### src/rtl/cst_fdiv.sv
// Pipelined fraction divider: floor(num * 2^FB / den), capped at 2^FB when num >= den.
// One quotient bit per stage; depends on nothing.
module cst_fdiv #(
  parameter int NUM_W = 64,
  parameter int DEN_W = 64,
  parameter int FB = 16
) (
  input  logic             clk,
  input  logic             en,
  input  logic [NUM_W-1:0] num,
  input  logic [DEN_W-1:0] den,
  output logic [FB:0]      quo
);
  localparam int CMP_W = (NUM_W > DEN_W) ? NUM_W : DEN_W;

  logic [DEN_W-1:0] rem_r [0:FB];
  logic [DEN_W-1:0] den_r [0:FB];
  logic [FB-1:0]    quo_r [0:FB];
  logic [FB:0]      sat_r;
  logic [DEN_W:0]   two_r [0:FB-1];
  logic [FB-1:0]    take;

  always_comb begin
    for (int k = 0; k < FB; k++) begin
      two_r[k] = {rem_r[k], 1'b0};
      take[k] = two_r[k] >= {1'b0, den_r[k]};
    end
  end

  always_ff @(posedge clk) begin
    if (en) begin
      rem_r[0] <= DEN_W'(num);
      den_r[0] <= den;
      quo_r[0] <= '0;
      sat_r[0] <= CMP_W'(num) >= CMP_W'(den);
      for (int k = 0; k < FB; k++) begin
        rem_r[k+1] <= take[k] ? DEN_W'(two_r[k] - {1'b0, den_r[k]}) : DEN_W'(two_r[k]);
        den_r[k+1] <= den_r[k];
        quo_r[k+1] <= FB'({quo_r[k], take[k]});
        sat_r[k+1] <= sat_r[k];
      end
    end
  end

  assign quo = sat_r[FB] ? {1'b1, FB'(0)} : {1'b0, quo_r[FB]};
endmodule

### config.mk
export PLATFORM = sky130hd
export DESIGN_NAME = cst_fdiv
export DESIGN_NICKNAME = d
export VERILOG_FILES = /design/src/rtl/cst_fdiv.sv
export SDC_FILE = /design/constraint.sdc
export NUM_CORES = 2
export LEC_CHECK = 0
export BUFFER_PORTS_ARGS = -buffer_cell sky130_fd_sc_hd__buf_2
export CORE_MARGIN = 2
export CORE_UTILIZATION = 30
export DETAILED_ROUTE_END_ITERATION = 6
export GPL_ROUTABILITY_DRIVEN = 0
export SLEW_MARGIN = 0
export SYNTH_ARGS = -nofsm -noshare
export SYNTH_HDL_FRONTEND = slang
export SYNTH_SLANG_ARGS = --single-unit
### constraint.sdc
create_clock -name clk -period 4.9 [get_ports clk]
set_input_delay 1.47 -clock clk [delete_from_list [all_inputs] [get_ports clk]]
set_output_delay 1.47 -clock clk [all_outputs]
set_load 0.03 [all_outputs]
==> qor.csv <==
metric,value,unit
ys async rst share,0,%
cell count after synthesis,13200,
Net Sw Frac,38.8,%
total die area,0.460,mm2
Worst setup EP type,register,
setup tns final,0,ps
post-DP HPWL,248000,um
RSZ-0062 raised after global routing,false,
most frequent cells in the layout,"edfxtp_1 (2201), a21oi_1 (1339), inv_1 (1331)",
mapped cell area,0.136,mm2
Area Growth Syn to Fin,12.3,%
synth unique cells,96,
CP Max Fanout,35,
number of global-route vias before repair,92900,
First-pass DRT Iterations,7,
Slew headroom,29.1,%
core area,0.452,mm2
Post-Syn Area per Cell,10.3,um2
Clock power frac,17.6,%
first-pass GRT wire length,500000,um
CP required,5530,ps
Most used DFF post-synth,edfxtp_1,
Clock Path Buffers,4,
share of layout cells above drive strength 1,8.81,%
WL/cell,16.2,um
worst skew pair latency,920,ps
status,"finished, final reports clean",
antenna violations before repair,0,
hold crit path type,reg -> reg,
Post-synth EDFFs,2201,
FMAX,214,MHz
htree depth,4,
yosys warns,0,
switching power,0.0382,W
fill cell count,45300,
number of max-cap violations,0,
drc violations,0,
"Reg clk slew, reported paths",70,ps
Least-Margin Pin Slew,1060,ps
post-CTS setup buffer count,0,
Tot GR Track Use,13.3,%
Fin. Hold Viols,0,
CTS Buf Count,231,
largest net degree at the start of global routing,120,
final setup violation count,0,
period utilization,95.1,%
# rows,247,
"antenna viol nets, final",0,
cts hold-fix bufs,0,
Yosys reg bits,2201,
"most common cell after layout, fill and taps aside",edfxtp_1,
Final Skew,67.4,ps
Die Ht,678,um
sequential area share after synthesis,48.5,%
worst hold slack,404,ps
Via density,4.90,
clk root buf,clkbuf_16,
worst setup path class,reg -> reg,
Startpoint Class,register,
Gate power share,50.3,%
overall power,0.0985,W
Internal,0.0602,W
First DRT Iteration DRCs,8879,
fin crit period,4660,ps
Clock Sink Count,2201,
Initial Util,30.1,%
grt ovf,0,
final WL,316000,um
Power Density,643,mW/mm2
total I/O pin count,147,
post-CTS sizing,0,
NumNets Final,14700,
# port buffers,146,
Die X,678,um
Seq pwr share,32.1,%
Slew Limit Fails,0,
VDD IR-drop max,408,uV
CTS tree,yes,
via count,95900,
WP data arrival,5290,ps
Synth Net Count,14400,
leakage,63.0,nW
[cells by family (layout without fill, tap and decap cells)]
kind of cell               count (synthesis)  after routing  share of synthesized area, %
DFF                                     2201           2201                          48.5
adders and majority gates               1102           1102                          10.2
and+or+nand+nor                         3069           3069                          10.6
buffers and inverters                   1790           2210                          5.07
other                                      0              3                             0
muxes                                    315            315                          2.59
xor gates and xnor gates                 866            866                          5.57
AOI/OAI and AO/OA                       3834           3834                          17.4
[cell type report]
class / count / area, um2 / share of cell area, %
diodes: 3 / 7.51 / 0.00491
clock buffers: 281 / 6070 / 3.97
clock inverters: 128 / 1300 / 0.849
inverters: 1332 / 5000 / 3.27
multi-input cells: 9186 / 63400 / 41.4
flip-flops and latches: 2201 / 66100 / 43.2
well taps: 5976 / 7480 / 4.89
repair buffers: 469 / 3710 / 2.42
[state kept, by name, indices dropped and copies added (netlist names)]
signal and flops:
quo_r 136, sat_r 17, rem_r 1024, den_r 1024
[cells in the mapped netlist, types with 161 or more instances]
cell	instances	share of area, %
edfxtp_1	2201	49
mux2_2	294	2.4
nand2_1	976	2.7
a21o_1	656	3.6
a21oi_1	1340	4.9
nand4_1	250	1.1
o21ai_0	846	3.1
clkbuf_1	351	0.97
nor2_1	806	2.2
xor2_1	373	2.4
o21bai_1	180	0.99
nand3_1	247	0.91
ha_1	1087	10
xnor2_1	493	3.2
nor2b_1	161	0.74
inv_1	1331	3.7
[power groups by stage]
stage | sequential, W | clock (W) | combinational (W)
global route | 0.0321 | 0.0185 | 0.0553
CTS | 0.0316 | 0.0178 | 0.0491
global placement | 0.0320 | 0 | 0.0483
floorplan | 0.0303 | 0 | 0.0374
finish | 0.0316 | 0.0173 | 0.0495
detailed placement | 0.0319 | 0 | 0.0488
[through the flow]
stage	std cells	worst slack [ps]	util (%)	cell area [um2]
after floorplan	13200	1030	-	136000
final	19600	238	33.8	153000
after global placement	19200	220	32.2	146000
after global routing	19600	20.2	33.8	153000
after detailed placement	19200	232	32.2	146000
after CTS	19600	205	33.8	153000
[metal layers]
metal,wire (um),GRT usage [%]
met5,0,0
met4,16400,6.27
met3,12600,1.46
met2,140000,21.5
met1,147000,17.8
[path summary, 6_finish.rpt]
| kind | cells after the start | to | startpoint | slack [ps] |
|---|---|---|---|---|
| max | 14 | rem_r[0][134] | rem_r[0][65] | 240 |
| min | 0 | quo_r[1][6] | quo_r[0][117] | 400 |
| max reg2reg | 14 | rem_r[0][134] | rem_r[0][65] | 240 |
| min reg2reg | 0 | quo_r[1][6] | quo_r[0][117] | 400 |
[critical path: stages (launching register included)]
cell and delay (ps):
edfxtp_1 400, ha_1 360, nand2_1 80, o21bai_1 150, a21boi_0 380, o31ai_1 210, a2111oi_2 510, o2111a_1 330
o2111ai_1 280, a2111o_1 500, nand3_2 130, a211oi_2 120, o21ai_4 310, buf_12 240, mux2_2 370
(Power assumes the default switching activity.)
