File: src/rtl/cst_delay.sv
// Delay line with a valid lane, used to keep side data aligned with the long units.
// Depends on nothing.
module cst_delay #(
  parameter int W = 8,
  parameter int DEPTH = 1
) (
  input  logic         clk,
  input  logic         rst,
  input  logic         en,
  input  logic         vin,
  input  logic [W-1:0] d,
  output logic         vout,
  output logic [W-1:0] q
);
  logic [W-1:0] sr [0:DEPTH-1];
  logic [DEPTH-1:0] vr;

  always_ff @(posedge clk) begin
    if (rst) begin
      vr <= '0;
    end else if (en) begin
      vr <= DEPTH'({vr, vin});
    end
  end

  always_ff @(posedge clk) begin
    if (en) begin
      sr[0] <= d;
      for (int k = 1; k < DEPTH; k++) begin
        sr[k] <= sr[k-1];
      end
    end
  end

  assign vout = vr[DEPTH-1];
  assign q = sr[DEPTH-1];
endmodule

File: config.mk
export PLATFORM = sky130hd
export DESIGN_NAME = cst_delay
export DESIGN_NICKNAME = d
export VERILOG_FILES = /design/src/rtl/cst_delay.sv
export SDC_FILE = /design/constraint.sdc
export NUM_CORES = 1
export LEC_CHECK = 0
export BUFFER_PORTS_ARGS = -buffer_cell sky130_fd_sc_hd__buf_2
export CELL_PAD_IN_SITES_DETAIL_PLACEMENT = 1
export CELL_PAD_IN_SITES_GLOBAL_PLACEMENT = 1
export CORE_AREA = 2 2 39 41
export DETAILED_ROUTE_END_ITERATION = 10
export DIE_AREA = 0 0 41 43
export MAX_ROUTING_LAYER = met4
export PLACE_DENSITY = 0.59
export SYNTH_ARGS = -nofsm -noshare
export SYNTH_HDL_FRONTEND = slang
export SYNTH_SLANG_ARGS = --single-unit
File: constraint.sdc
create_clock -name clk -period 0.8 [get_ports clk]
set_input_delay 0 -clock clk [delete_from_list [all_inputs] [get_ports clk]]
set_output_delay 0 -clock clk [all_outputs]
set_load 0.01 [all_outputs]
==> metrics.txt, run 1 <==
Hold Crit Class=in -> reg; clk_lat worst skew=0.25 ns; Routed WL=653 um; Die Width=41 um; crit path buf inv count=1; Yosys top cell by area=edfxtp_1; mux contribution to synthesized area=0.0365; Compound-Gate Fraction of Synth Area=0; Die Ht=43 um; Setup crit start kind=flop; CP max-delay cell=edfxtp_1; CTS tree=done; pwr dens=1970 nW/um^2; Layout Skew=0 ns; ANT nets after route=0; CP max stage delay=0.37 ns; Synth Instances=11; xor and xnor area share after synthesis=0; CTS root buf=clkbuf_4; critical path peak fanout=1; final instance area=520 um^2; Post-synth EDFFs=8; DRC viols=0; Port Buf Inserts=20; post-synth cell types=4; status=finished clean; drt wl/cell=10.7 um; via count=223; Layout Utilization=0.376; Post-synth ARST share=0; share of post-route cells with drive strength above 1=0.511; largest net degree at the start of global routing=10; Layout Nets=58; vias in the first global route=242; CTS-repair resized insts=0; DR vias/cell=3.66; Avg Synthesized Cell Area=24.9 um^2; synth cell count leaders=edfxtp_1, dfxtp_1, mux2i_1, nor2_1; Worst EP required=0.80 ns; Peak VDD IR=0.686 mV; WP data arrival=0.78 ns; FF+latch count, synth=9; FILL cells=159; total negative slack=0 ns; main area contributors after synthesis=edfxtp_1, dfxtp_1, mux2i_1; # setup viols final=0; initial antenna violation count=0; post-synthesis cell area=274 um^2; CTS Sinks=9; die footprint=1760 um^2; Worst-Margin Slew=0.202 ns; H-tree depth=1; P_leak=0.231 nW; Rows=14; syn_nets=23; RSZ-0062 raised after global routing=true; io pins=21; Primary FF master, synth=edfxtp_1; Area Growth Syn to Fin=90.0%; clock slew at reported path FFs=0.06 ns; First DRT Iteration DRCs=0; Tmin final=0.776 ns; Clock Tree Buf Depth=2; CP delay by family, top=flip-flops; max_cap viols=0; Post-Synth Simple-Gate Area=0.0137; Inserted Diodes=0; CTS Buf Count=3; Placer Congestion=0.610; normalized max-slew margin=0.866; Slew Viols, Final=0; Final Hold Fails=0; Synth Area in Adders=0; largest family of logic cells by synthesized area=multiplexers; Setup Buffers After CTS=0; cells along the critical path=buf_2; Post-DP Area=394 um^2; initial core utilization=0.198; Max Clk Rate=1.29 GHz; synth warn=0; Setup Crit Path Kind=reg -> out; CP Capture Type=output port; gr usage total=0.0887; most used standard cell by instance count after synthesis=edfxtp_1; top-area cell type share of the netlist area=0.877; GR Overflow Total=0; TritonRoute pass-1 iters=1; Core Box Area=1380 um^2; global-route wire length before repair=924 um; Final Cycle Share=0.970; Seq/Total Area, Yosys=0.950
-- cell type report --
type	instances	area, um^2	share of cell area
timing repair buffer	30	200	0.385
tap	16	20.0	0.0385
sequential	9	260	0.500
multi-input combinational	2	13.8	0.0264
clock buffer	4	26.3	0.0505
-- layout by cell type (no fill, tap or decap) --
master / n
clkbuf_4: 3
edfxtp_1: 8
buf_2: 20
dfxtp_1: 1
dlygate4sd3_1: 10
clkbuf_1: 1
mux2i_1: 1
nor2_1: 1
-- sequential cells by signal, summed over array words and instances, names as in the netlist --
name / count
sr: 8
vout: 1
-- layer usage --
layer / track usage / part of all wire / vias to the layer above
li1: - / - / 111
met1: 0.0808 / 0.39 / 91
met2: 0.134 / 0.47 / 21
met3: 0.0471 / 0.14 / 0
met4: 0.0600 / 0 / 0
met5: - / 0 / -
-- logic make-up after synthesis --
logic type,after synthesis
flops,9
mux,1
simple gates,1
-- path summary, 6_finish.rpt --
kind | startpoint | end | slack [ns] | cells past startpoint
min | en | sr[0][6] | 0.10 | 1
max | sr[0][4] | q[4] | 0.02 | 1
max reg2reg | vout | vout | 0.21 | 2
min reg2reg | vout | vout | 0.51 | 2
-- power breakdown --
| group | switching (W) | internal [W] | leakage [nW] | total (W) |
|---|---|---|---|---|
| sequential | 0.00000914 | 0.000551 | 0.0866 | 0.000560 |
| clock | 0.000145 | 0.000191 | 0.0150 | 0.000336 |
| combinational | 0.0000528 | 0.0000757 | 0.129 | 0.000129 |
| total | 0.000207 | 0.000818 | 0.231 | 0.00102 |
-- through the flow --
| step | total power (W) | hold slack, ns | worst slack [ns] | cells |
|---|---|---|---|---|
| 5_1_grt | 0.00110 | 0.0934 | -0.0284 | 61 |
| 4_1_cts | 0.00104 | 0.0949 | -0.00144 | 61 |
| 6_report | 0.00102 | 0.104 | 0.0242 | 61 |
| 3_5_place_dp | 0.000664 | 0.162 | 0.206 | 47 |
| 3_3_place_gp | 0.000659 | 0.156 | 0.243 | 47 |
| 2_1_floorplan | 0.000595 | 0.0724 | 0.210 | 11 |
-- what timing repair did --
| item | CTS | global route |
|---|---|---|
| endpoints found under the setup margin | 1 | 5 |
| hold endpoints to repair | 9 | 0 |
| hold buffers | 10 | 0 |
| cloned | 0 | 0 |
Power figures use the tool's default switching activity.
==> inputs of run 2 (changes only) <==
==> constraint.sdc (replaced) <==
create_clock -name clk -period 0.8 [get_ports clk]
set_input_delay 0.04 -clock clk [delete_from_list [all_inputs] [get_ports clk]]
set_output_delay 0.04 -clock clk [all_outputs]
set_load 0.01 [all_outputs]
==> metrics.txt, run 2 (same netlist as run 1, synthesis figures left out) <==
status=complete, but fails checks; violated checks=negative setup slack; Min-Delay Path Depth=3; Final Hold Fails=0; WP data arrival=0.77 ns; CP Capture Type=output port; CTS root buf=clkbuf_4; Layout Nets=57; via count=226; commonest cells after routing, fill and taps aside=buf_2, dlygate4sd3_1, edfxtp_1; Die Width=41 um; register area=260 um^2; CP max stage delay=0.37 ns; Slew Viols, Final=0; P_leak=0.227 nW; Port Buf Inserts=20; CTS tree=done; DR vias/cell=3.77; Clock Tree Buf Depth=2; First DRT Iteration DRCs=1; Inserted Diodes=0; most common cell after layout, fill and taps aside=buf_2; DRC viols=0; cells along the critical path=buf_2; Placer Congestion=0.595; vias in the first global route=246; initial core utilization=0.198; Tmin final=0.814 ns; drt wl/cell=11.7 um; CTS Sinks=9; CP delay by family, top=flip-flops; Post-DP Area=394 um^2; Setup crit start kind=flop; Max Clk Rate=1.23 GHz; CTS-repair resized insts=0; Stages on worst setup path=1; die footprint=1760 um^2; CTS Buf Count=3; crit path buf inv count=1; clock slew at reported path FFs=0.06 ns; H-tree depth=1; Top reg by flops=sr; clk_lat worst skew=0.26 ns; # setup viols final=4; Hold Crit Class=in -> reg; final instance area=510 um^2; global-route wire length before repair=952 um; reg2reg setup slack=0.21 ns; Final WS setup=-0.0139 ns; Routed WL=703 um; max reg flops=8; Die Ht=43 um; Peak VDD IR=0.599 mV; normalized max-slew margin=0.868; Multi-input gate area=13.8 um^2; TritonRoute pass-1 iters=2; share of post-route cells with drive strength above 1=0.523; Worst-Margin Slew=0.199 ns; critical path peak fanout=1; RSZ-0062 raised after global routing=true; io pins=21; max_cap viols=0; Worst EP required=0.76 ns; Final Cycle Share=1.02; pre-CTS setup slack=0.154 ns; Tot Pwr=0.00103 W; Rows=14; GR Overflow Total=0; Setup Crit Path Kind=reg -> out; FILL cells=175; initial antenna violation count=0; path depth of the worst reg2reg path=2; Area Growth Syn to Fin=86.3%; Setup Buffers After CTS=0; Core Box Area=1380 um^2; CP max-delay cell=edfxtp_1; pwr dens=2010 nW/um^2; ANT nets after route=0; Layout Skew=0 ns; WHS=0.0301 ns; largest net degree at the start of global routing=10; gr usage total=0.0897
run 2: what timing repair did:
item / in CTS / in global routing
hold buffers: 9 / 0
endpoints found under the setup margin: 8 / 8
cloned: 0 / 0
endpoints found under the hold margin: 9 / 0
run 2: path summary, 6_finish.rpt:
path | start | end
hold / removal | vin | vout
hold reg to reg | vout | vout
setup / recovery | sr[0][1] | q[1]
setup reg to reg | vout | vout
run 2: final cells by class:
type,instances,area share
clock buffer,4,0.0515
multi-input combinational,2,0.0270
sequential,9,0.510
tap,16,0.0392
timing repair buffer,29,0.373
run 2: layer usage:
layer,vias up,wire length [um],GRT usage
met2,21,326,0.131
li1,108,-,-
met1,97,267,0.0839
met4,0,0,0.0800
met5,-,0,-
met3,0,109,0.0366
run 2: worst min-delay path, cell delays in order:
cell	delay (ns)
buf_2	0.08
mux2i_1	0.06
nor2_1	0.07
run 2: through the flow:
step           TNS [ns]  utilization  cells
3_5_place_dp          0        0.285     47
4_1_cts          -0.185        0.369     60
2_1_floorplan         0            -     11
6_report        -0.0299        0.369     60
3_3_place_gp          0        0.285     47
5_1_grt          -0.380        0.369     60
run 2: power breakdown:
group | switching, W | total (W) | internal [W]
sequential | 0.00000894 | 0.000560 | 0.000551
combinational | 0.0000528 | 0.000125 | 0.0000726
clock | 0.000150 | 0.000342 | 0.000192
total | 0.000212 | 0.00103 | 0.000815
==> inputs of run 3 (changes only) <==
SETUP_SLACK_MARGIN = 0.5   (was default)
==> metrics.txt, run 3 (same netlist as run 1, synthesis figures left out) <==
Layout Skew=0 ns; Area Growth Syn to Fin=57.1%; violated checks=negative hold slack; clk_lat worst skew=0.25 ns; TritonRoute pass-1 iters=2; total negative slack=0 ns; cells along the critical path=buf_2; Final Hold Fails=9; Worst-Margin Slew=0.119 ns; Peak VDD IR=0.693 mV; Tmin final=0.796 ns; combinational power share=0.098; CP delay by family, top=flip-flops; CTS Sinks=9; global-route wire length before repair=683 um; Net Sw Frac=0.194; Placer Congestion=0.618; CTS tree=done; critical path peak fanout=1; fraction of power consumed by the clock network=0.331; reg2reg setup slack=0.21 ns; DR vias/cell=3.80; RSZ-0062 raised after global routing=true; drt wl/cell=10.6 um; Routed WL=541 um; Clock Tree Buf Depth=2; CTS Buf Count=3; status=complete, but fails checks; GR Overflow Total=0; Max Clk Rate=1.26 GHz; die footprint=1760 um^2; # setup viols final=0; CTS root buf=clkbuf_4; Setup Crit Path Kind=reg -> out; share of post-route cells with drive strength above 1=0.686; pwr dens=2280 nW/um^2; CP Capture Type=output port; largest net degree at the start of global routing=10; Port Buf Inserts=20; Int Pwr=0.000791 W; initial antenna violation count=0; clock slew at reported path FFs=0.06 ns; via count=194; Top reg by flops=sr; Final Cycle Share=0.994; Inserted Diodes=0; Slew Viols, Final=0; DRC viols=0; CP max-delay cell=edfxtp_1; max_cap viols=0; H-tree depth=1; Worst EP required=0.76 ns; Cells after DPL=47; vias in the first global route=167; gr usage total=0.0660; Flop pwr share=0.571; Layout Utilization=0.311; NetSw=0.000191 W; First DRT Iteration DRCs=1; most common cell after layout, fill and taps aside=buf_2; WHS=-0.0699 ns; Rows=14; max reg flops=8; Die Ht=43 um; commonest cells after routing, fill and taps aside=buf_2, edfxtp_1, clkbuf_4; initial core utilization=0.198; Core Box Area=1380 um^2; P_leak=0.191 nW; Die Width=41 um; CP max stage delay=0.36 ns; Layout Nets=48; Setup crit start kind=flop; io pins=21; normalized max-slew margin=0.918; crit path buf inv count=1; Hold Crit Class=in -> reg; ANT nets after route=0; WP data arrival=0.76 ns; Final Non-Filler Cells=51; Setup Buffers After CTS=0
[run 3: changes by cell type in the layout (fill, tap and decap cells not counted)]
cell / previous run / this run
dfxtp_2: 0 / 1
buf_6: 0 / 1
dlygate4sd3_1: 9 / 0
dfxtp_1: 1 / 0
buf_2: 20 / 18
buf_4: 0 / 1
[run 3: area by class of cell]
| type | count | area [um^2] |
|---|---|---|
| tap | 16 | 20.0 |
| timing repair buffer | 20 | 109 |
| fill | 158 | 953 |
| sequential | 9 | 262 |
| multi-input combinational | 2 | 13.8 |
| clock buffer | 4 | 26.3 |
[run 3: final timing paths]
kind,start,end,cells past startpoint
max,sr[0][4],q[4],1
min,rst,vout,2
max reg2reg,vout,vout,2
min reg2reg,vout,vout,2
[run 3: power groups by stage]
| stage | clock [W] | combinational [W] | sequential [W] |
|---|---|---|---|
| after floorplan | 0 | 0.00000423 | 0.000592 |
| final | 0.000325 | 0.0000962 | 0.000560 |
| after detailed placement | 0 | 0.0000935 | 0.000570 |
| after global placement | 0 | 0.0000914 | 0.000569 |
| after global routing | 0.000367 | 0.000106 | 0.000563 |
| after CTS | 0.000342 | 0.0000984 | 0.000561 |
[run 3: what timing repair did]
action	4_1_cts	5_1_grt
setup endpoints to repair	11	10
resized for setup	2	0
cloned	0	0
endpoints found under the hold margin	9	9
[run 3: worst reg2reg max path, cell delays in order (launching register included)]
cell and delay, ns:
dfxtp_2 0.32, mux2i_1 0.12, nor2_1 0.05
[run 3: per-layer routing]
metal  GRT usage  routed length (um)  vias to the layer above  share of wire
li1            -                   -                       91              -
met1      0.0850                 235                       82           0.43
met2      0.0719                 192                       21           0.35
met3      0.0471                 112                        0           0.21
met4      0.0400                   0                        0              0
met5           -                   0                        -              0
[run 3: stage by stage]
stage,cell area (um^2),power [W],setup WS (ns)
after detailed placement,395,0.000664,0.171
final,430,0.000982,0.00447
after floorplan,275,0.000596,0.216
after global routing,430,0.00104,-0.0495
after CTS,430,0.00100,-0.0210
after global placement,395,0.000661,0.196
