--- src/rtl/cst_isqrt.sv ---
// Pipelined integer square root, floor(sqrt(x)), one result bit per stage.
// Depends on nothing.
module cst_isqrt #(
  parameter int XW = 35
) (
  input  logic                   clk,
  input  logic                   en,
  input  logic [XW-1:0]          x,
  output logic [(XW+1)/2-1:0]    root
);
  localparam int NQ = (XW + 1) / 2;
  localparam int XP = 2 * NQ;

  logic [XP-1:0]   xi [0:NQ-1];
  logic [NQ-1:0]   rti [0:NQ-1];
  logic [NQ+1:0]   rmi [0:NQ-1];
  logic [XP-1:0]   xo [0:NQ-1];
  logic [NQ-1:0]   rto [0:NQ-1];
  logic [NQ+1:0]   rmo [0:NQ-1];
  logic [NQ+3:0]   rs [0:NQ-1];
  logic [NQ+3:0]   trial [0:NQ-1];
  logic [NQ-1:0]   take;

  always_comb begin
    xi[0] = XP'(x);
    rti[0] = '0;
    rmi[0] = '0;
    for (int k = 1; k < NQ; k++) begin
      xi[k] = xo[k-1];
      rti[k] = rto[k-1];
      rmi[k] = rmo[k-1];
    end
    for (int k = 0; k < NQ; k++) begin
      rs[k] = {rmi[k], xi[k][XP-1-2*k -: 2]};
      trial[k] = {2'b00, rti[k], 2'b01};
      take[k] = rs[k] >= trial[k];
    end
  end

  always_ff @(posedge clk) begin
    if (en) begin
      for (int k = 0; k < NQ; k++) begin
        xo[k] <= xi[k];
        rto[k] <= NQ'({rti[k], take[k]});
        rmo[k] <= take[k] ? (NQ+2)'(rs[k] - trial[k]) : (NQ+2)'(rs[k]);
      end
    end
  end

  assign root = rto[NQ-1];
endmodule

--- config.mk ---
export PLATFORM = sky130hd
export DESIGN_NAME = cst_isqrt
export DESIGN_NICKNAME = d
export VERILOG_FILES = /design/src/rtl/cst_isqrt.sv
export SDC_FILE = /design/constraint.sdc
export NUM_CORES = 1
export LEC_CHECK = 0
export ABC_AREA = 1
export BUFFER_PORTS_ARGS = -buffer_cell sky130_fd_sc_hd__clkbuf_2
export CELL_PAD_IN_SITES_DETAIL_PLACEMENT = 1
export CELL_PAD_IN_SITES_GLOBAL_PLACEMENT = 1
export CORE_ASPECT_RATIO = 1.2
export CORE_MARGIN = 4
export CORE_UTILIZATION = 35
export DETAILED_ROUTE_END_ITERATION = 12
export PLACE_DENSITY = 0.67
export SKIP_LAST_GASP = 1
export SLEW_MARGIN = 20
export SYNTH_ARGS = -nofsm -noshare
export SYNTH_HDL_FRONTEND = slang
export SYNTH_SLANG_ARGS = --single-unit
--- constraint.sdc ---
create_clock -name clk -period 2.4 [get_ports clk]
set_clock_uncertainty 0.05 [all_clocks]
set_input_delay 0.36 -clock clk [delete_from_list [all_inputs] [get_ports clk]]
set_output_delay 0.36 -clock clk [all_outputs]
set_load 0.01 [all_outputs]
==> results of run 1 <==
-- state kept, by name, summed over array words and instances (netlist names) --
register  flops
xo          316
rmo         311
rto         161
-- logic make-up (layout without fill, tap and decap cells) --
group	count (synthesis)	in the layout	synth area share (%)
AOI/OAI and AO/OA	365	365	4.99
xor gates and xnor gates	142	142	3.02
adders and majority gates	188	188	5.71
buffers and inverters	738	1068	7.25
DFF	788	788	57.5
other	1	1	0.00911
and+or+nand+nor	2116	2118	21.5
-- report_power, final --
part           switching, uW  internal, uW  leakage [uW]
registers                968         16900       0.00755
logic                   4630          2660        0.0118
clock network           5560          7370       0.00133
-- per-layer routing --
metal | vias up | share of wire, % | wire length [um] | GRT usage, %
met5 | - | 0.0086 | 9 | 0
met4 | 2 | 2.8 | 2860 | 5.29
met3 | 169 | 2.7 | 2810 | 2.48
met2 | 334 | 54 | 55700 | 32.3
met1 | 14200 | 41 | 42700 | 19.2
li1 | 14800 | - | - | -
-- worst max-delay path, stage by stage (launching register included) --
cell	delay [ns]
sky130_fd_sc_hd__edfxtp_1	0.43
sky130_fd_sc_hd__inv_1	0.08
sky130_fd_sc_hd__ha_1	0.39
sky130_fd_sc_hd__nand2_1	0.14
sky130_fd_sc_hd__o21ai_2	0.20
sky130_fd_sc_hd__nand2_1	0.15
sky130_fd_sc_hd__nand3_2	0.15
sky130_fd_sc_hd__nor2_4	0.07
sky130_fd_sc_hd__buf_4	0.13
sky130_fd_sc_hd__a21oi_1	0.29
-- what timing repair did --
action / 4_1_cts / 5_1_grt
gates resized for setup: 2 / 82
hold endpoints to repair: 36 / 0
pin swaps: 1 / 2
hold buffers: 36 / 0
setup buffers: 3 / 11
gates cloned: 1 / 1
setup endpoints to repair: 14 / 131
-- stage by stage --
stage               hold WS [ns]  util [%]
finish                     0.347      41.0
global placement           0.350      37.9
floorplan                  0.350         -
CTS                        0.284      40.5
global route               0.301      41.0
detailed placement         0.355      37.9
-- cells in the final DEF, fill, tap and decap left out, types with 6 or more instances in the layout --
cell type	netlist	layout
sky130_fd_sc_hd__a21oi_1	172	163
sky130_fd_sc_hd__a21oi_2	16	25
sky130_fd_sc_hd__buf_12	0	22
sky130_fd_sc_hd__buf_4	8	98
sky130_fd_sc_hd__bufinv_16	0	7
sky130_fd_sc_hd__clkbuf_1	1	11
sky130_fd_sc_hd__clkbuf_16	0	86
sky130_fd_sc_hd__clkbuf_2	2	53
sky130_fd_sc_hd__clkinv_1	0	14
sky130_fd_sc_hd__clkinv_2	0	16
sky130_fd_sc_hd__dlygate4sd3_1	0	36
sky130_fd_sc_hd__edfxtp_1	788	788
sky130_fd_sc_hd__ha_1	188	158
sky130_fd_sc_hd__ha_4	0	25
sky130_fd_sc_hd__inv_1	685	683
sky130_fd_sc_hd__inv_2	15	14
sky130_fd_sc_hd__inv_6	0	8
sky130_fd_sc_hd__nand2_1	1333	1328
sky130_fd_sc_hd__nand2_2	28	32
sky130_fd_sc_hd__nand3_1	217	214
sky130_fd_sc_hd__nand3_2	4	8
sky130_fd_sc_hd__nand3b_1	38	38
sky130_fd_sc_hd__nand4_1	55	55
sky130_fd_sc_hd__nor2_1	351	344
sky130_fd_sc_hd__nor2_2	13	18
sky130_fd_sc_hd__nor2_4	5	8
sky130_fd_sc_hd__nor3_1	39	38
sky130_fd_sc_hd__nor3_2	5	6
sky130_fd_sc_hd__o211ai_1	7	7
sky130_fd_sc_hd__o21ai_0	93	89
sky130_fd_sc_hd__o21ai_1	39	42
sky130_fd_sc_hd__o21ai_2	21	22
sky130_fd_sc_hd__or2_2	7	7
sky130_fd_sc_hd__xnor2_1	61	61
sky130_fd_sc_hd__xor2_1	81	81
-- how the worst max path moves through the flow --
| stage | startpoint | end | slack, ns | cells after the start |
|---|---|---|---|---|
| finish | rto[5][1] | rmo[6][15] | 0.08 | 9 |
| global route | rto[5][5] | rmo[6][5] | -0.09 | 13 |
| CTS | rto[12][11] | rmo[13][1] | -0.02 | 12 |
| detailed placement | rto[12][11] | rmo[13][13] | -0.03 | 13 |
| global placement | rto[12][11] | rmo[13][13] | -0.006 | 13 |
| floorplan | rmo[2][1] | rmo[3][11] | 0.42 | 10 |
-- layout make-up --
type                       instances  area, um2  area share (%)
clock buffer                      97       2190            4.59
inverter                         703       2660            5.56
multi-input combinational       2814      15000            31.3
tap                             1529       1910            4.00
sequential                       788      23700            49.5
timing repair buffer             214       1870            3.90
clock inverter                    54        549            1.15
==> flow_summary.html, run 1 <==
<table>
<tr><th>Metric</th><th>Value</th></tr>
<tr><th colspan="2">Final layout</th></tr>
<tr><td>Area Growth Syn to Fin</td><td>16.2%</td></tr>
<tr><td>Cell area after layout</td><td>47800 um2</td></tr>
<tr><td>Number of nets at the end of the flow</td><td>4830</td></tr>
<tr><td>Fillers</td><td>13300</td></tr>
<tr><td>Final antenna diode count</td><td>0</td></tr>
<tr><td>Share of cells above drive strength 1</td><td>10.5%</td></tr>
<tr><td>Post-layout instance count excluding filler cells</td><td>6199</td></tr>
<tr><th colspan="2">Placed design</th></tr>
<tr><td>Post-detailed-placement cell area</td><td>44100 um2</td></tr>
<tr><td>Final RePlAce weighted congestion</td><td>0.840</td></tr>
<tr><td>Post-detail-place hpwl</td><td>80.6 mm</td></tr>
<tr><td># port buffers</td><td>54</td></tr>
<tr><td>Placed instance count</td><td>5996</td></tr>
<tr><td>Worst slack after detailed placement</td><td>-0.0307 ns</td></tr>
<tr><th colspan="2">Worst setup path</th></tr>
<tr><td>Reg2Reg Capture Point</td><td>rmo[6][15]</td></tr>
<tr><td>Arrival @ worst endpoint</td><td>2.71 ns</td></tr>
<tr><td>Register-to-register path setup slack</td><td>0.08 ns</td></tr>
<tr><td>Largest fanout on the critical path</td><td>5</td></tr>
<tr><td>Crit Path Class</td><td>register to register</td></tr>
<tr><td>Required @ worst endpoint</td><td>2.79 ns</td></tr>
<tr><td>Depth of the most critical reg-to-reg path</td><td>9</td></tr>
<tr><td>Reg2reg start</td><td>rto[5][1]</td></tr>
<tr><td>Nature of the critical path startpoint</td><td>register</td></tr>
<tr><td>Critical Path End Type</td><td>register</td></tr>
<tr><th colspan="2">Timing</th></tr>
<tr><td>Setup TNS</td><td>0 ns</td></tr>
<tr><td>Tightest Pin Transition</td><td>0.786 ns</td></tr>
<tr><td>Unrepaired setup endpoints after global routing</td><td>yes</td></tr>
<tr><td>Final worst path period need</td><td>2.32 ns</td></tr>
<tr><td>Final count of pins violating max slew</td><td>0</td></tr>
<tr><td>Final setup margin</td><td>0.0789 ns</td></tr>
<tr><td>Achievable clock frequency</td><td>431 MHz</td></tr>
<tr><td>Share of the clock period used by the worst path</td><td>96.7%</td></tr>
<tr><td>Relative slew slack</td><td>47.5%</td></tr>
<tr><td>Final Hold Viols</td><td>0</td></tr>
<tr><td>Final count of negative-setup-slack endpoints</td><td>0</td></tr>
<tr><th colspan="2">Route</th></tr>
<tr><td>Number of remaining DRC errors</td><td>0</td></tr>
<tr><td>Final antenna-violating net count</td><td>0</td></tr>
<tr><td>Number of vias after detailed routing</td><td>29500</td></tr>
<tr><td>Detailed Route Iter0 Violations</td><td>1332</td></tr>
<tr><td>Via density</td><td>4.76</td></tr>
<tr><td>Routed WL per cell</td><td>16.8 um</td></tr>
<tr><td>Drt first pass iters</td><td>7</td></tr>
<tr><td>Detailed-route wire length</td><td>104 mm</td></tr>
<tr><th colspan="2">Logic synthesis</th></tr>
<tr><td>Commonest cells in the synthesized netlist</td><td>sky130_fd_sc_hd__nand2_1, sky130_fd_sc_hd__edfxtp_1, sky130_fd_sc_hd__inv_1, sky130_fd_sc_hd__nor2_1, sky130_fd_sc_hd__nand3_1</td></tr>
<tr><td>Post-synthesis instance total</td><td>4338</td></tr>
<tr><td>Post-synth design cell area</td><td>41200 um2</td></tr>
<tr><td>Most common flop cell mapped by yosys</td><td>sky130_fd_sc_hd__edfxtp_1</td></tr>
<tr><td>Total nets after synthesis</td><td>4563</td></tr>
<tr><td>Warnings from Yosys</td><td>0</td></tr>
<tr><td>Most numerous cell in the Yosys netlist</td><td>sky130_fd_sc_hd__nand2_1</td></tr>
<tr><td>Synth area leader</td><td>sky130_fd_sc_hd__edfxtp_1</td></tr>
<tr><td>Ys async rst share</td><td>0%</td></tr>
<tr><td>Synth unique cells</td><td>49</td></tr>
<tr><td>Fraction of the yosys area taken by sequential cells</td><td>57.5%</td></tr>
<tr><td>Proportion of netlist area held by the largest area contributor</td><td>57.5%</td></tr>
<tr><td>Number of enable-type register cells in the synthesized netlist</td><td>788</td></tr>
<tr><td>Per-instance average area after synthesis</td><td>9.49 um2</td></tr>
<tr><td>Most area-consuming cells after synthesis</td><td>sky130_fd_sc_hd__edfxtp_1, sky130_fd_sc_hd__nand2_1, sky130_fd_sc_hd__inv_1</td></tr>
<tr><td>Synth Register Bits</td><td>788</td></tr>
<tr><th colspan="2">Floorplan</th></tr>
<tr><td>Effective utilization at floorplan</td><td>35.3%</td></tr>
<tr><td>Area enclosed by the die boundary</td><td>123000 um2</td></tr>
<tr><td>Die Span Y</td><td>384 um</td></tr>
<tr><td>Horizontal die dimension</td><td>321 um</td></tr>
<tr><td>Core area</td><td>117000 um2</td></tr>
<tr><td>Placement Rows</td><td>137</td></tr>
<tr><td>Boundary pin count</td><td>55</td></tr>
<tr><th colspan="2">GRT</th></tr>
<tr><td>Number of global-route vias before repair</td><td>31600</td></tr>
<tr><td>Residual overflow from global routing</td><td>0</td></tr>
<tr><td>Global-route wire length before repair</td><td>166 mm</td></tr>
<tr><td>Largest net degree at the start of global routing</td><td>100</td></tr>
<tr><td>Total global routing track utilization</td><td>16.9%</td></tr>
<tr><td>Initial antenna violation count</td><td>1</td></tr>
<tr><th colspan="2">Clock tree</th></tr>
<tr><td>CTS Buffer Depth</td><td>3</td></tr>
<tr><td>Count of H-tree levels built during CTS</td><td>3</td></tr>
<tr><td>CTS buffer count</td><td>84</td></tr>
<tr><td>Root buffer cell</td><td>sky130_fd_sc_hd__clkbuf_16</td></tr>
<tr><td>Clock slew at reported path FFs</td><td>0.06 ns</td></tr>
<tr><td>CTS Sinks</td><td>788</td></tr>
<tr><td>Clock tree from TritonCTS</td><td>done</td></tr>
<tr><td>Clk_lat worst skew</td><td>0.67 ns</td></tr>
<tr><th colspan="2">Status</th></tr>
<tr><td>Outcome</td><td>completed</td></tr>
<tr><th colspan="2">Power and ir drop</th></tr>
<tr><td>P_leak</td><td>0.0207 uW</td></tr>
<tr><td>Total power of the final layout</td><td>38100 uW</td></tr>
<tr><td>Maximum resistive drop on vdd</td><td>0.682 mV</td></tr>
<tr><td>Power density of the placed cells</td><td>797 nW/um2</td></tr>
<tr><th colspan="2">Hold path</th></tr>
<tr><td>Type of the most critical hold path</td><td>primary input to register</td></tr>
<tr><td>Endpoint of the worst hold path</td><td>xo[0][27]</td></tr>
<tr><td>Number of cells traversed by the worst hold path</td><td>2</td></tr>
<tr><td>Critical hold path startpoint</td><td>x[27]</td></tr>
<tr><th colspan="2">Flow run</th></tr>
<tr><td>Number of max-cap violations</td><td>0</td></tr>
</table>
Power figures use the tool's default switching activity.
==> inputs of run 2 (changes only) <==
Settings changed: CORE_ASPECT_RATIO 1.2 to not set.
==> flow_summary.html, run 2 (synthesis gave the netlist of run 1 again) <==
<table>
<tr><th>Metric</th><th>Value</th></tr>
<tr><th colspan="2">Timing</th></tr>
<tr><td>Final count of pins violating max slew</td><td>0 (unchanged)</td></tr>
<tr><td>Share of the clock period used by the worst path</td><td>96.9% (was 96.7%)</td></tr>
<tr><td>Tightest Pin Transition</td><td>0.667 ns (was 0.786 ns)</td></tr>
<tr><td>Unrepaired setup endpoints after global routing</td><td>yes (unchanged)</td></tr>
<tr><td>Achievable clock frequency</td><td>430 MHz (was 431 MHz)</td></tr>
<tr><td>Final Hold Viols</td><td>0 (unchanged)</td></tr>
<tr><td>Relative slew slack</td><td>55.5% (was 47.5%)</td></tr>
<tr><td>Final worst path period need</td><td>2.32 ns (about the same)</td></tr>
<tr><td>Final count of negative-setup-slack endpoints</td><td>0 (unchanged)</td></tr>
<tr><th colspan="2">Flow run</th></tr>
<tr><td>Number of max-cap violations</td><td>0 (unchanged)</td></tr>
<tr><th colspan="2">Hold path</th></tr>
<tr><td>Critical hold path startpoint</td><td>x[21] (was x[27])</td></tr>
<tr><td>Type of the most critical hold path</td><td>primary input to register (unchanged)</td></tr>
<tr><td>Number of cells traversed by the worst hold path</td><td>2 (unchanged)</td></tr>
<tr><td>Endpoint of the worst hold path</td><td>xo[0][21] (was xo[0][27])</td></tr>
<tr><th colspan="2">Final layout</th></tr>
<tr><td>Top reg by flops</td><td>xo (unchanged)</td></tr>
<tr><td>Most common library cell in the layout ignoring fill and taps</td><td>sky130_fd_sc_hd__nand2_1 (unchanged)</td></tr>
<tr><td>Area Growth Syn to Fin</td><td>17.5% (was 16.2%)</td></tr>
<tr><td>Largest registers</td><td>xo (316), rmo (311), rto (161) (unchanged)</td></tr>
<tr><td>Share of cells above drive strength 1</td><td>11.6% (was 10.5%)</td></tr>
<tr><td>Number of nets at the end of the flow</td><td>4873 (was 4830)</td></tr>
<tr><td>Commonest cells after routing, fill and taps aside</td><td>sky130_fd_sc_hd__nand2_1, sky130_fd_sc_hd__edfxtp_1, sky130_fd_sc_hd__inv_1, sky130_fd_sc_hd__nor2_1, sky130_fd_sc_hd__nand3_1 (unchanged)</td></tr>
<tr><td>Max FFs per register</td><td>316 (unchanged)</td></tr>
<tr><td>Cell area after layout</td><td>48400 um2 (was 47800 um2)</td></tr>
<tr><td>Final design utilization</td><td>41.5% (was 41.0%)</td></tr>
<tr><td>Final antenna diode count</td><td>0 (unchanged)</td></tr>
<tr><td>Fillers</td><td>13200 (was 13300)</td></tr>
<tr><th colspan="2">Status</th></tr>
<tr><td>Outcome</td><td>completed (unchanged)</td></tr>
<tr><th colspan="2">Floorplan</th></tr>
<tr><td>Effective utilization at floorplan</td><td>35.3% (about the same)</td></tr>
<tr><td>Horizontal die dimension</td><td>351 um (was 321 um)</td></tr>
<tr><td>Die Span Y</td><td>351 um (was 384 um)</td></tr>
<tr><td>Boundary pin count</td><td>55 (unchanged)</td></tr>
<tr><td>Area enclosed by the die boundary</td><td>123000 um2 (about the same)</td></tr>
<tr><td>Placement Rows</td><td>125 (was 137)</td></tr>
<tr><td>Core area</td><td>117000 um2 (about the same)</td></tr>
<tr><th colspan="2">Power and ir drop</th></tr>
<tr><td>Maximum resistive drop on vdd</td><td>0.604 mV (was 0.682 mV)</td></tr>
<tr><td>P_leak</td><td>0.0210 uW (was 0.0207 uW)</td></tr>
<tr><td>Power density of the placed cells</td><td>813 nW/um2 (was 797 nW/um2)</td></tr>
<tr><th colspan="2">Worst setup path</th></tr>
<tr><td>Depth of the most critical reg-to-reg path</td><td>8 (was 9)</td></tr>
<tr><td>Arrival @ worst endpoint</td><td>2.67 ns (was 2.71 ns)</td></tr>
<tr><td>Critical Path End Type</td><td>register (unchanged)</td></tr>
<tr><td>Cell-by-cell listing of the critical path</td><td>inv_1 &gt; ha_2 &gt; a21oi_1 &gt; nand3_1 &gt; nand2_1 &gt; nand3_1 &gt; xor2_1 &gt; inv_1 (was inv_1 &gt; ha_1 &gt; nand2_1 &gt; o21ai_2 &gt; nand2_1 &gt; nand3_2 &gt; nor2_4 &gt; buf_4 &gt; a21oi_1)</td></tr>
<tr><td>Crit Path Class</td><td>register to register (unchanged)</td></tr>
<tr><td>Nature of the critical path startpoint</td><td>register (unchanged)</td></tr>
<tr><td>Family with the most delay on the worst path</td><td>simple AND/OR/NAND/NOR gates (unchanged)</td></tr>
<tr><td>Largest fanout on the critical path</td><td>5 (unchanged)</td></tr>
<tr><td>Slowest-stage cell, CP</td><td>sky130_fd_sc_hd__edfxtp_1 (unchanged)</td></tr>
<tr><td>Reg2reg start</td><td>rto[8][3] (was rto[5][1])</td></tr>
<tr><td>Number of buffer and inverter stages on the critical path</td><td>2 (unchanged)</td></tr>
<tr><td>Register-to-register path setup slack</td><td>0.08 ns (about the same)</td></tr>
<tr><td>Largest incremental delay on the critical path</td><td>0.41 ns (was 0.43 ns)</td></tr>
<tr><td>Setup crit start</td><td>rto[8][3] (was rto[5][1])</td></tr>
<tr><td>Reg2Reg Capture Point</td><td>rmo[9][14] (was rmo[6][15])</td></tr>
<tr><td>Required @ worst endpoint</td><td>2.75 ns (was 2.79 ns)</td></tr>
<tr><th colspan="2">GRT</th></tr>
<tr><td>Global-route wire length before repair</td><td>168 mm (was 166 mm)</td></tr>
<tr><td>Residual overflow from global routing</td><td>0 (unchanged)</td></tr>
<tr><td>Initial antenna violation count</td><td>0 (was 1)</td></tr>
<tr><td>Largest net degree at the start of global routing</td><td>116 (was 100)</td></tr>
<tr><td>Number of global-route vias before repair</td><td>31300 (was 31600)</td></tr>
<tr><td>Total global routing track utilization</td><td>17.2% (was 16.9%)</td></tr>
<tr><th colspan="2">Placed design</th></tr>
<tr><td>Post-detail-place hpwl</td><td>80.9 mm (was 80.6 mm)</td></tr>
<tr><td>Post-detailed-placement cell area</td><td>44300 um2 (was 44100 um2)</td></tr>
<tr><td>Final RePlAce weighted congestion</td><td>0.881 (was 0.840)</td></tr>
<tr><td># port buffers</td><td>54 (unchanged)</td></tr>
<tr><th colspan="2">Route</th></tr>
<tr><td>Detailed Route Iter0 Violations</td><td>1617 (was 1332)</td></tr>
<tr><td>Number of vias after detailed routing</td><td>29600 (was 29500)</td></tr>
<tr><td>Top routing layer in use</td><td>met4 (was met5)</td></tr>
<tr><td>Final antenna-violating net count</td><td>0 (unchanged)</td></tr>
<tr><td>Routed WL per cell</td><td>17.0 um (was 16.8 um)</td></tr>
<tr><td>Number of remaining DRC errors</td><td>0 (unchanged)</td></tr>
<tr><td>Detailed-route wire length</td><td>106 mm (was 104 mm)</td></tr>
<tr><td>Met3 wirelength from detailed routing</td><td>2.90 mm (was 2.81 mm)</td></tr>
<tr><td>Drt first pass iters</td><td>5 (was 7)</td></tr>
<tr><td>Met1 WL</td><td>47.0 mm (was 42.7 mm)</td></tr>
<tr><td>Via density</td><td>4.73 (was 4.76)</td></tr>
<tr><td>Met2 Routed Length</td><td>53.3 mm (was 55.7 mm)</td></tr>
<tr><th colspan="2">Clock tree</th></tr>
<tr><td>CTS buffer count</td><td>90 (was 84)</td></tr>
<tr><td>CTS Buffer Depth</td><td>3 (unchanged)</td></tr>
<tr><td>CTS Sinks</td><td>788 (unchanged)</td></tr>
<tr><td>Clock slew at reported path FFs</td><td>0.07 ns (was 0.06 ns)</td></tr>
<tr><td>Clock tree from TritonCTS</td><td>done (unchanged)</td></tr>
<tr><td>Root buffer cell</td><td>sky130_fd_sc_hd__clkbuf_16 (unchanged)</td></tr>
<tr><td>Clk_lat worst skew</td><td>0.70 ns (was 0.67 ns)</td></tr>
<tr><td>Count of H-tree levels built during CTS</td><td>3 (unchanged)</td></tr>
</table>
## run 2: how the worst max path moves through the flow
stage                        to  depth (start not counted)  slack [ns]
floorplan            rmo[3][11]                         10        0.42
global placement    rmo[13][13]                         13        0.03
detailed placement    rmo[6][6]                          7        0.02
CTS                 rmo[13][11]                         13       0.009
global route        rmo[12][11]                         12       -0.05
finish               rmo[9][14]                          8        0.08
## run 2: layer usage
| layer | global-route usage [%] | vias to the layer above |
|---|---|---|
| li1 | - | 14900 |
| met1 | 21.6 | 14200 |
| met2 | 30.7 | 356 |
| met3 | 2.32 | 142 |
| met4 | 5.20 | 0 |
| met5 | 0 | - |
## run 2: where the power goes
group / switching, uW / total, uW / internal, uW
clock network: 5870 / 14000 / 8140
registers: 969 / 17900 / 16900
logic: 4700 / 7440 / 2740
## run 2: metrics by stage
stage / setup slack (ns) / hold slack [ns] / power (uW) / cells / TNS [ns]
floorplan: 0.420 / 0.350 / 22600 / 4338 / 0
finish: 0.0750 / 0.326 / 39300 / 6245 / 0
global route: -0.0528 / 0.288 / 41600 / 6245 / -0.157
global placement: 0.0324 / 0.350 / 25100 / 6023 / 0
detailed placement: 0.0247 / 0.355 / 25300 / 6023 / 0
CTS: 0.00907 / 0.258 / 39600 / 6227 / 0
## run 2: cell type report
type / count / area, um2 / share of cell area [%]
clock buffers: 100 / 2290 / 4.73
flip-flops and latches: 788 / 23700 / 48.9
repair buffers: 252 / 2130 / 4.40
multi-input cells: 2812 / 15000 / 31.0
clock inverters: 65 / 748 / 1.55
well taps: 1524 / 1910 / 3.94
repair inverters: 1 / 5.00 / 0.0103
inverters: 703 / 2650 / 5.48
## run 2: what timing repair did
action	in CTS	in global routing
hold buffers	36	0
gates resized for setup	1	77
pin swaps	1	4
cloned	0	1
endpoints found under the hold margin	48	0
endpoints found under the setup margin	9	115
setup buffers	3	17
